===== src/design/strint_pkg.sv =====
// ============================================================================
// strint_pkg: shared types, constants and helper functions
// Item layouts, parser phases, status and register codes, and the character
// classification used by the string to int64 parser.
// ============================================================================
package strint_pkg;

    localparam int unsigned DATA_W = 64;
    localparam int unsigned CNT_W  = 16;
    localparam int unsigned BASE_W = 6;

    // Consumed length saturates here.
    localparam logic [CNT_W-1:0] LENGTH_LIMIT = 16'hFFFF;

    // Status codes.
    localparam logic [1:0] STATUS_OK      = 2'd0;
    localparam logic [1:0] STATUS_INVALID = 2'd1;
    localparam logic [1:0] STATUS_RANGE   = 2'd2;

    // Configuration register indexes.
    localparam logic [1:0] REG_RADIX = 2'd0;
    localparam logic [1:0] REG_LOWER = 2'd1;
    localparam logic [1:0] REG_UPPER = 2'd2;

    // Radix and base values.
    localparam logic [BASE_W-1:0] RADIX_AUTO  = 6'd0;
    localparam logic [BASE_W-1:0] RADIX_UNARY = 6'd1;
    localparam logic [BASE_W-1:0] RADIX_RESET = 6'd10;
    localparam logic [BASE_W-1:0] RADIX_MAX   = 6'd36;
    localparam logic [BASE_W-1:0] BASE_MIN    = 6'd2;
    localparam logic [BASE_W-1:0] BASE_OCT    = 6'd8;
    localparam logic [BASE_W-1:0] BASE_DEC    = 6'd10;
    localparam logic [BASE_W-1:0] BASE_HEX    = 6'd16;
    localparam logic [BASE_W-1:0] NO_DIGIT    = 6'd36;

    // Character codes.
    localparam logic [7:0] CH_0     = 8'h30;
    localparam logic [7:0] CH_9     = 8'h39;
    localparam logic [7:0] CH_LA    = 8'h61;
    localparam logic [7:0] CH_LZ    = 8'h7A;
    localparam logic [7:0] CH_UA    = 8'h41;
    localparam logic [7:0] CH_UZ    = 8'h5A;
    localparam logic [7:0] CH_LX    = 8'h78;
    localparam logic [7:0] CH_UX    = 8'h58;
    localparam logic [7:0] CH_PLUS  = 8'h2B;
    localparam logic [7:0] CH_MINUS = 8'h2D;
    localparam logic [7:0] CH_SPACE = 8'h20;
    localparam logic [7:0] CH_TAB   = 8'h09;
    localparam logic [7:0] CH_CR    = 8'h0D;
    localparam logic [7:0] LETTER_OFFSET = 8'd10;

    typedef enum logic [6:0] {
        PH_IDLE   = 7'b0000001,
        PH_LEAD   = 7'b0000010,
        PH_SIGNED = 7'b0000100,
        PH_ZERO   = 7'b0001000,
        PH_PREFIX = 7'b0010000,
        PH_DIGITS = 7'b0100000,
        PH_OVER   = 7'b1000000
    } phase_t;

    typedef struct packed {
        logic       start_req;
        logic [7:0] char_code;
    } in_item_t;

    typedef struct packed {
        logic signed [DATA_W-1:0] value;
        logic [1:0]               status;
        logic [CNT_W-1:0]         end_offset;
    } out_item_t;

    typedef struct packed {
        phase_t              phase;
        logic                negative;
        logic [DATA_W-1:0]   accumulator;
        logic [BASE_W-1:0]   active_base;
        logic [CNT_W-1:0]    consumed;
    } parse_state_t;

    // Digit value of a character in bases up to 36, NO_DIGIT for anything else.
    function automatic logic [BASE_W-1:0] digit_of(input logic [7:0] ch);
        logic [7:0] d;
        d = 8'(NO_DIGIT);
        if (ch >= CH_0 && ch <= CH_9) begin
            d = ch - CH_0;
        end else if (ch >= CH_LA && ch <= CH_LZ) begin
            d = ch - CH_LA + LETTER_OFFSET;
        end else if (ch >= CH_UA && ch <= CH_UZ) begin
            d = ch - CH_UA + LETTER_OFFSET;
        end
        return d[BASE_W-1:0];
    endfunction

    // Space, tab, line feed, vertical tab, form feed and carriage return.
    function automatic logic is_space(input logic [7:0] ch);
        return (ch == CH_SPACE) || (ch >= CH_TAB && ch <= CH_CR);
    endfunction

endpackage


===== src/design/strint_mac.sv =====
// ============================================================================
// strint_mac: digit multiply-add with exact bound check
// Forms accumulator * base + digit and flags a result above the magnitude
// bound.
// ============================================================================
module strint_mac
    import strint_pkg::*;
(
    input  logic [DATA_W-1:0] acc,
    input  logic [BASE_W-1:0] base,
    input  logic [BASE_W-1:0] digit,
    input  logic [DATA_W-1:0] bound,
    output logic [DATA_W-1:0] acc_next,
    output logic              overflow
);

    localparam int unsigned WIDE_W = DATA_W + BASE_W;

    logic [BASE_W-1:0] base_eff;
    logic [WIDE_W-1:0] product;
    logic [WIDE_W-1:0] sum;

    // A base below two only arises after a radix change mid-string; it counts as two.
    assign base_eff = (base < BASE_MIN) ? BASE_MIN : base;
    assign product  = WIDE_W'(acc) * WIDE_W'(base_eff);
    assign sum      = product + WIDE_W'(digit);
    assign overflow = sum > WIDE_W'(bound);
    assign acc_next = sum[DATA_W-1:0];

endmodule


===== src/design/strint_step.sv =====
// ============================================================================
// strint_step: per-character parse step
// Works out the next parser state and any result for one character.
// ============================================================================
module strint_step
    import strint_pkg::*;
(
    input  in_item_t                 item,
    input  parse_state_t             state_in,
    input  logic [BASE_W-1:0]        radix,
    input  logic signed [DATA_W-1:0] lower_limit,
    input  logic signed [DATA_W-1:0] upper_limit,
    output parse_state_t             state_out,
    output logic                     emit,
    output out_item_t                result
);

    parse_state_t      eff;
    logic              radix_bad;
    logic [BASE_W-1:0] digit;
    logic [BASE_W-1:0] first_base;
    logic [BASE_W-1:0] base_sel;
    logic [DATA_W-1:0] bound;
    logic [DATA_W-1:0] mac_acc;
    logic              mac_ovf;
    logic              in_run;

    // A start character restarts the parse before it is itself examined.
    always_comb begin
        eff = state_in;
        if (item.start_req) begin
            eff.phase       = PH_LEAD;
            eff.negative    = 1'b0;
            eff.accumulator = '0;
            eff.active_base = '0;
            eff.consumed    = '0;
        end
    end

    assign radix_bad  = (radix == RADIX_UNARY) || (radix > RADIX_MAX);
    assign digit      = digit_of(item.char_code);
    assign first_base = (radix == RADIX_AUTO) ? BASE_DEC : radix;

    always_comb begin
        case (eff.phase)
            PH_LEAD, PH_SIGNED: begin
                base_sel = first_base;
            end
            PH_ZERO: begin
                base_sel = (radix == RADIX_AUTO) ? BASE_OCT : BASE_HEX;
            end
            PH_PREFIX: begin
                base_sel = BASE_HEX;
            end
            default: begin
                base_sel = eff.active_base;
            end
        endcase
    end

    // A limit of the wrong sign allows no magnitude on its side.
    always_comb begin
        if (eff.negative) begin
            if (!lower_limit[DATA_W-1] && lower_limit != '0) begin
                bound = '0;
            end else begin
                bound = '0 - DATA_W'(lower_limit);
            end
        end else begin
            bound = upper_limit[DATA_W-1] ? '0 : DATA_W'(upper_limit);
        end
    end

    assign in_run = digit < base_sel;

    strint_mac u_mac (
        .acc      (eff.accumulator),
        .base     (base_sel),
        .digit    (digit),
        .bound    (bound),
        .acc_next (mac_acc),
        .overflow (mac_ovf)
    );

    always_comb begin
        logic do_first;
        logic do_run;
        logic is_sign;
        logic zero_prefix;
        state_out = eff;
        emit      = 1'b0;
        result    = '0;
        do_first  = 1'b0;
        do_run    = 1'b0;
        is_sign   = (item.char_code == CH_PLUS) || (item.char_code == CH_MINUS);
        zero_prefix = (item.char_code == CH_0)
                      && ((radix == RADIX_AUTO) || (radix == BASE_HEX));
        if (item.start_req && radix_bad) begin
            emit          = 1'b1;
            result.status = STATUS_INVALID;
            state_out.phase = PH_IDLE;
        end else if (eff.phase != PH_IDLE) begin
            case (eff.phase)
                PH_LEAD: begin
                    if (is_space(item.char_code)) begin
                        state_out.phase = PH_LEAD;
                    end else if (is_sign) begin
                        state_out.negative = (item.char_code == CH_MINUS);
                        state_out.phase    = PH_SIGNED;
                    end else begin
                        do_first = 1'b1;
                    end
                end
                PH_SIGNED: begin
                    do_first = 1'b1;
                end
                PH_ZERO: begin
                    if (item.char_code == CH_LX || item.char_code == CH_UX) begin
                        state_out.phase = PH_PREFIX;
                    end else begin
                        do_run = 1'b1;
                    end
                end
                PH_PREFIX: begin
                    state_out.active_base = BASE_HEX;
                    if (in_run) begin
                        do_run = 1'b1;
                    end else begin
                        // "0x" with no hex digit: only the zero is consumed.
                        emit = 1'b1;
                        result.status = STATUS_OK;
                        result.end_offset = (eff.consumed >= LENGTH_LIMIT) ?
                                            LENGTH_LIMIT : eff.consumed - 1'b1;
                        state_out.phase = PH_IDLE;
                    end
                end
                default: begin
                    do_run = 1'b1;
                end
            endcase

            if (do_first && zero_prefix) begin
                state_out.accumulator = '0;
                state_out.phase       = PH_ZERO;
            end else if (do_first || do_run) begin
                state_out.active_base = base_sel;
                if (in_run) begin
                    if (eff.phase == PH_OVER) begin
                        state_out.phase = PH_OVER;
                    end else if (mac_ovf) begin
                        state_out.phase = PH_OVER;
                    end else begin
                        state_out.accumulator = mac_acc;
                        state_out.phase       = PH_DIGITS;
                    end
                end else begin
                    emit = 1'b1;
                    state_out.phase = PH_IDLE;
                    if (do_first) begin
                        result.status = STATUS_OK;
                    end else if (eff.phase == PH_OVER) begin
                        result.value      = eff.negative ? lower_limit : upper_limit;
                        result.status     = STATUS_RANGE;
                        result.end_offset = eff.consumed;
                    end else begin
                        result.value      = eff.negative ? ('0 - eff.accumulator)
                                                         : eff.accumulator;
                        result.status     = STATUS_OK;
                        result.end_offset = eff.consumed;
                    end
                end
            end

            if (eff.consumed < LENGTH_LIMIT) begin
                state_out.consumed = eff.consumed + 1'b1;
            end
        end
    end

endmodule


===== src/design/string_to_int64_parser.sv =====
// ============================================================================
// string_to_int64_parser: streaming signed 64-bit integer parser
// Parses one character per item in the manner of strtoll and returns one
// result per string: value, status and consumed length.
// ============================================================================
// The parser takes one character per cycle unless a waiting result holds it
// up, and answers with one result for each string, at the first character
// that cannot continue the number (or at once on the start character when
// the radix is invalid). An accepted character is held in the input register;
// the parse step, whose longest path is the 64 by 6 bit multiply-add and exact
// bound compare in strint_mac, then updates the parser state and, where the
// string ends, loads the result register when the step runs, so a result
// follows its closing character through both of these registers, and
// while results are taken promptly a character can be accepted in every cycle.
// The step only runs while the result register is free or is being emptied, so
// a result left waiting lets one further character into the input register and
// then holds the input until the result is taken.
// Characters arriving with no string open are taken and ignored. The block
// keeps no memories and needs no clearing pass. The user must write the radix
// and limit registers via the plain write port while idle; it is not enforced.
module string_to_int64_parser
    import strint_pkg::*;
(
    input  logic                aclk,
    input  logic                aresetn,
    input  logic                s_valid,
    output logic                s_ready,
    input  in_item_t            s_item,
    output logic                m_valid,
    input  logic                m_ready,
    output out_item_t           m_item,
    input  logic                cfg_wr_en,
    input  logic [1:0]          cfg_index,
    input  logic [DATA_W-1:0]   cfg_wr_data
);

    // Input register.
    in_item_t     in_item_reg;
    logic         in_valid_reg;
    logic         in_valid_next;

    // Parser state.
    parse_state_t state_reg;
    parse_state_t state_next;

    // Configuration.
    logic [BASE_W-1:0]        radix_reg;
    logic signed [DATA_W-1:0] lower_limit_reg;
    logic signed [DATA_W-1:0] upper_limit_reg;

    // Result register.
    out_item_t    out_item_reg;
    logic         out_valid_reg;
    logic         out_valid_next;

    logic         step_fire;
    logic         step_emit;
    out_item_t    step_result;
    logic         in_take;

    // The step runs whenever a character is held and the result register is
    // free or is being emptied in this cycle.
    assign step_fire = in_valid_reg && (!out_valid_reg || m_ready);
    assign s_ready   = !in_valid_reg || step_fire;
    assign in_take   = s_valid && s_ready;

    strint_step u_step (
        .item        (in_item_reg),
        .state_in    (state_reg),
        .radix       (radix_reg),
        .lower_limit (lower_limit_reg),
        .upper_limit (upper_limit_reg),
        .state_out   (state_next),
        .emit        (step_emit),
        .result      (step_result)
    );

    always_comb begin
        if (in_take) begin
            in_valid_next = 1'b1;
        end else if (step_fire) begin
            in_valid_next = 1'b0;
        end else begin
            in_valid_next = in_valid_reg;
        end
    end

    always_comb begin
        if (step_fire && step_emit) begin
            out_valid_next = 1'b1;
        end else if (m_ready) begin
            out_valid_next = 1'b0;
        end else begin
            out_valid_next = out_valid_reg;
        end
    end

    always_ff @(posedge aclk) begin
        if (!aresetn) begin
            in_valid_reg          <= 1'b0;
            out_valid_reg         <= 1'b0;
            state_reg.phase       <= PH_IDLE;
            state_reg.negative    <= 1'b0;
            state_reg.accumulator <= '0;
            state_reg.active_base <= '0;
            state_reg.consumed    <= '0;
        end else begin
            in_valid_reg  <= in_valid_next;
            out_valid_reg <= out_valid_next;
            if (step_fire) begin
                state_reg <= state_next;
            end
        end
    end

    // Payload registers carry no reset.
    always_ff @(posedge aclk) begin
        if (in_take) begin
            in_item_reg <= s_item;
        end
        if (step_fire && step_emit) begin
            out_item_reg <= step_result;
        end
    end

    // Configuration writes; an index beyond the register list is dropped.
    always_ff @(posedge aclk) begin
        if (!aresetn) begin
            radix_reg       <= RADIX_RESET;
            lower_limit_reg <= {1'b1, {(DATA_W-1){1'b0}}};
            upper_limit_reg <= {1'b0, {(DATA_W-1){1'b1}}};
        end else if (cfg_wr_en) begin
            case (cfg_index)
                REG_RADIX: begin
                    radix_reg <= cfg_wr_data[BASE_W-1:0];
                end
                REG_LOWER: begin
                    lower_limit_reg <= cfg_wr_data;
                end
                REG_UPPER: begin
                    upper_limit_reg <= cfg_wr_data;
                end
                default: begin
                    radix_reg <= radix_reg;
                end
            endcase
        end
    end

    assign m_valid = out_valid_reg;
    assign m_item  = out_item_reg;

`ifndef ASSERT_OFF
    // An invalid radix on a start character gives an invalid-base result next.
    a_invalid_radix: assert property (@(posedge aclk) disable iff (!aresetn)
        step_fire && in_item_reg.start_req
        && (radix_reg == RADIX_UNARY || radix_reg > RADIX_MAX)
        |=> m_valid && m_item.status == STATUS_INVALID)
        else $error("invalid radix did not produce an invalid-base result");

    // Once a result is produced the string is closed.
    a_idle_after_result: assert property (@(posedge aclk) disable iff (!aresetn)
        step_fire && step_emit |=> state_reg.phase == PH_IDLE)
        else $error("parser still open after its result");

    // A result only appears from a step of the parser.
    a_result_source: assert property (@(posedge aclk) disable iff (!aresetn)
        $rose(out_valid_reg) |-> $past(step_fire && step_emit))
        else $error("result appeared without a parse step");

    // With the result register empty the input side never stalls.
    a_no_needless_stall: assert property (@(posedge aclk) disable iff (!aresetn)
        !out_valid_reg |-> s_ready)
        else $error("input stalled with an empty result register");
`endif

endmodule

===== config.mk =====
export PLATFORM = sky130hd
export DESIGN_NAME = string_to_int64_parser
export DESIGN_NICKNAME = d
export VERILOG_FILES = /design/src/design/strint_pkg.sv /design/src/design/strint_mac.sv /design/src/design/strint_step.sv /design/src/design/string_to_int64_parser.sv
export SDC_FILE = /design/constraint.sdc
export NUM_CORES = 2
export LEC_CHECK = 0
export BUFFER_PORTS_ARGS = -buffer_cell sky130_fd_sc_hd__buf_2
export CORE_MARGIN = 2
export CORE_UTILIZATION = 58
export CTS_CLUSTER_SIZE = 28
export DETAILED_ROUTE_END_ITERATION = 7
export GPL_TIMING_DRIVEN = 1
export PLACE_DENSITY_LB_ADDON = 0.08
export SETUP_SLACK_MARGIN = 0.2
export SYNTH_ARGS = -nofsm -noshare
export SYNTH_HDL_FRONTEND = slang
export SYNTH_SLANG_ARGS = --single-unit

===== constraint.sdc =====
create_clock -name aclk -period 10.35 [get_ports aclk]
set_input_delay 0.5175 -clock aclk [delete_from_list [all_inputs] [get_ports aclk]]
set_output_delay 0.5175 -clock aclk [all_outputs]
set_load 0.01 [all_outputs]

==> impl_metrics.tcl <==
set metrics [dict create \
    run_status "finished, final reports clean" \
    fmax_mhz 102.1 \
    slew_headroom_pct 18.13 \
    drive_gt1_share_pct 10.53 \
    ys_types 95 \
    root_buffer "clkbuf_16" \
    yosysTopAreaCell "fa_1" \
    drc_errors 0 \
    avgRoutedWirePerCell_um 21.39 \
    synth.most_common_cell "nand2_1" \
    hold_class "input pin to flip-flop" \
    via_per_inst 6.258 \
    vias 29610 \
    syn_inst 3930 \
    synthTopCellsByArea "fa_1 16%, dfxtp_1 15%, ha_1 9.0%, edfxtp_1 8.6%, nand2_1 8.1%" \
    crit_type "flip-flop to flip-flop" \
    initial_core_util_pct 58.79 \
    ys_seq_area_share_pct 23.15 \
    synth_top_area_share_pct 15.91 \
    cap_viol_max_count 0 \
    ys_ff_latch 321 \
    largest_reg_flops 94 \
    power_mw 3.190 \
    hold_viol 0 \
    dieHeight_um 237.8 \
    gp_congestion 1.033 \
    antenna_found_initial 1 \
    synth-main-ff-cell "dfxtp_1" \
    grt_overflow 0 \
    core.rowCount 85 \
    yosys-top-cells-count "682 x nand2_1, 553 x nor2_1, 252 x fa_1, 237 x a21oi_1, 230 x dfxtp_1" \
    synth_fa_ha_area_share_pct 24.95 \
    crit_required_ns 10.82 \
    synth_area_per_cell_sq_um 8.066 \
    drv_slew 0 \
    h-tree-depth 2 \
    drt_iter0_drc 3282 \
    ir_drop_v 0.0001396 \
    r2r_end "state_reg[78]" \
    core_sq_um 53920 \
    final_nets 4567 \
    grt_pass1_wl_mm 157.7 \
    cts.sinks 321 \
    synth_fp_nets 4491 \
    syn_area_sq_um 31700 \
    synth_warnings 0 \
    pre_cts_ws_ns 0.3131 \
    worst_r2r_path_depth 37 \
    worst_slack_ns 0.5571 \
    pin_count 164 \
    area_growth_pct 9.990 \
    cp-startpoint "state_reg[93]" \
    synthSimpleGateAreaFrac_pct 23.86 \
    setup_violations 0 \
    wl_mm 101.2 \
    worst_setup_path_start_kind "flip-flop" \
    tns_ns 0 \
    synth_top_family_by_area "adder cells" \
    rrSetupSlack_ns 0.56 \
    portBuffers 163 \
    synth_enable_flop_cells 91 \
    max_stage_delay_ns 0.58 \
    final_antenna_net_count 0 \
    p_leak_nw 15.97 \
    postCtsHoldBufs 0 \
    final.min_clock_period_ns 9.793 \
    hpwlAfterDp_mm 76.32 \
    cp_slowest_cell "or4_4" \
    crit_fanout 32 \
    timing.final.crit_share_pct 94.62 \
    grt_max_degree 83 \
    endpoint "state_reg[78]" \
    synth_compound_area_share_pct 17.47 \
    reg2reg_from "state_reg[93]" \
    cp-end-kind "flip-flop" \
    clkLatencyLatePin_ns 0.60 \
    worstMarginPinSlew_ns 1.228 \
    async_reset_ff_share_pct 0 \
    clockBufferDepth 3 \
    clock-skew-final_ns 0.04674 \
    synth_xor_area_share_pct 4.863 \
    grt.total_usage_pct 35.54 \
    p_per_area_nw_per_um2 91.51 \
    dr.pass1.iters 6 \
    dieWidth_um 237.8 \
    dieArea_sq_um 56540 \
    clk_pin_slew_ns 0.06 \
    arrival_ns 10.26 \
    cts_tree "built" \
    numCtsBuffers 37 \
    grt_pass1_vias 27710 \
    synthMuxAreaShare_pct 0.8920 \
    rsz0062_at_grt "no" \
]
==> power breakdown <==
part / internal [mW] / leakage, nW / total (mW) / switching (mW)
Clock: 0.816 / 0.628 / 1.41 / 0.590
Sequential: 1.32 / 2.81 / 1.36 / 0.0339
Combinational: 0.147 / 12.5 / 0.427 / 0.280
==> worst min path at each step <==
stage	from	end	slack (ns)	cells after the start
global placement	upper_limit_reg[32]	upper_limit_reg[32]	0.47	2
detailed placement	upper_limit_reg[45]	upper_limit_reg[45]	0.48	2
CTS	s_item[8]	in_item_reg[8]	0.09	1
finish	s_item[8]	in_item_reg[8]	0.10	1
global route	s_item[5]	in_item_reg[5]	0.1	1
floorplan	state_reg[20]	state_reg[20]	0.43	1
==> critical path: cells and delay by family (launching register included) <==
family                     cells  cell delay [ns]
buffers and inverters          3             0.56
AOI/OAI and AO/OA             14             2.95
muxes                          1             0.29
adders and majority gates      6             2.56
and+or+nand+nor               12             2.78
xor gates and xnor gates       1             0.13
DFF                            1             0.37
==> final cells by class <==
type | instances | area, sq um
Tap cell | 696 | 870.8
Clock buffer | 46 | 1021
Clock inverter | 22 | 279.0
Sequential cell | 321 | 7342
Fill cell | 4780 | 19050
Inverter | 128 | 481.7
Timing Repair Buffer | 285 | 1839
Multi-Input combinational cell | 3233 | 23030
Antenna cell | 1 | 2.502
==> through the flow <==
| stage | area, sq um | hold WS, ns | cells | util (%) |
|---|---|---|---|---|
| final | 34870 | 0.1027 | 4732 | 64.66 |
| after global routing | 34860 | 0.09976 | 4731 | 64.66 |
| after CTS | 34660 | 0.08725 | 4726 | 64.28 |
| after detailed placement | 33360 | 0.4791 | 4658 | 61.87 |
| after global placement | 33360 | 0.4693 | 4658 | 61.87 |
| after floorplan | 31700 | 0.4321 | 3930 | - |
==> cell families after synthesis <==
family,count (synthesis)
AOI/OAI and AO/OA,833
xor gates and xnor gates,176
and+or+nand+nor,1715
adders and majority gates,481
buffers and inverters,376
DFF,321
muxes,28
==> timing repair <==
| item | 4_1_cts | 5_1_grt |
|---|---|---|
| setup endpoints to repair | 0 | 66 |
| buffers inserted | 0 | 4 |
| gates resized for setup | 0 | 37 |
==> layer usage <==
metal,share of wire [%],track usage [%]
met4,3.2,10.98
met5,0,0
met3,11,8.698
met1,44,52.78
met2,42,50.73
==> cell usage in the layout (no fill, tap or decap), types with 11 or more instances in the layout <==
master	instances
a21boi_0	79
dfxtp_1	226
nand2b_1	26
mux2i_1	26
inv_1	125
o21ai_1	18
o21a_1	19
a31oi_1	23
a22o_1	66
nand3_1	112
o41ai_1	13
nor3_1	70
nor2_1	548
buf_4	115
nand4_1	47
a21oi_1	234
xor2_1	57
nor4_1	26
nand2_1	681
a22oi_1	69
and2_1	15
edfxtp_1	91
ha_1	229
xnor2_1	117
o21ai_0	123
o31ai_1	16
a211oi_1	16
or2_2	11
or3_1	25
buf_2	162
o21bai_1	16
fa_1	252
a21o_1	22
a32oi_1	11
clkbuf_16	39
nor2b_1	60
and3_1	16
No activity file was read; power rests on OpenSTA's default activity.
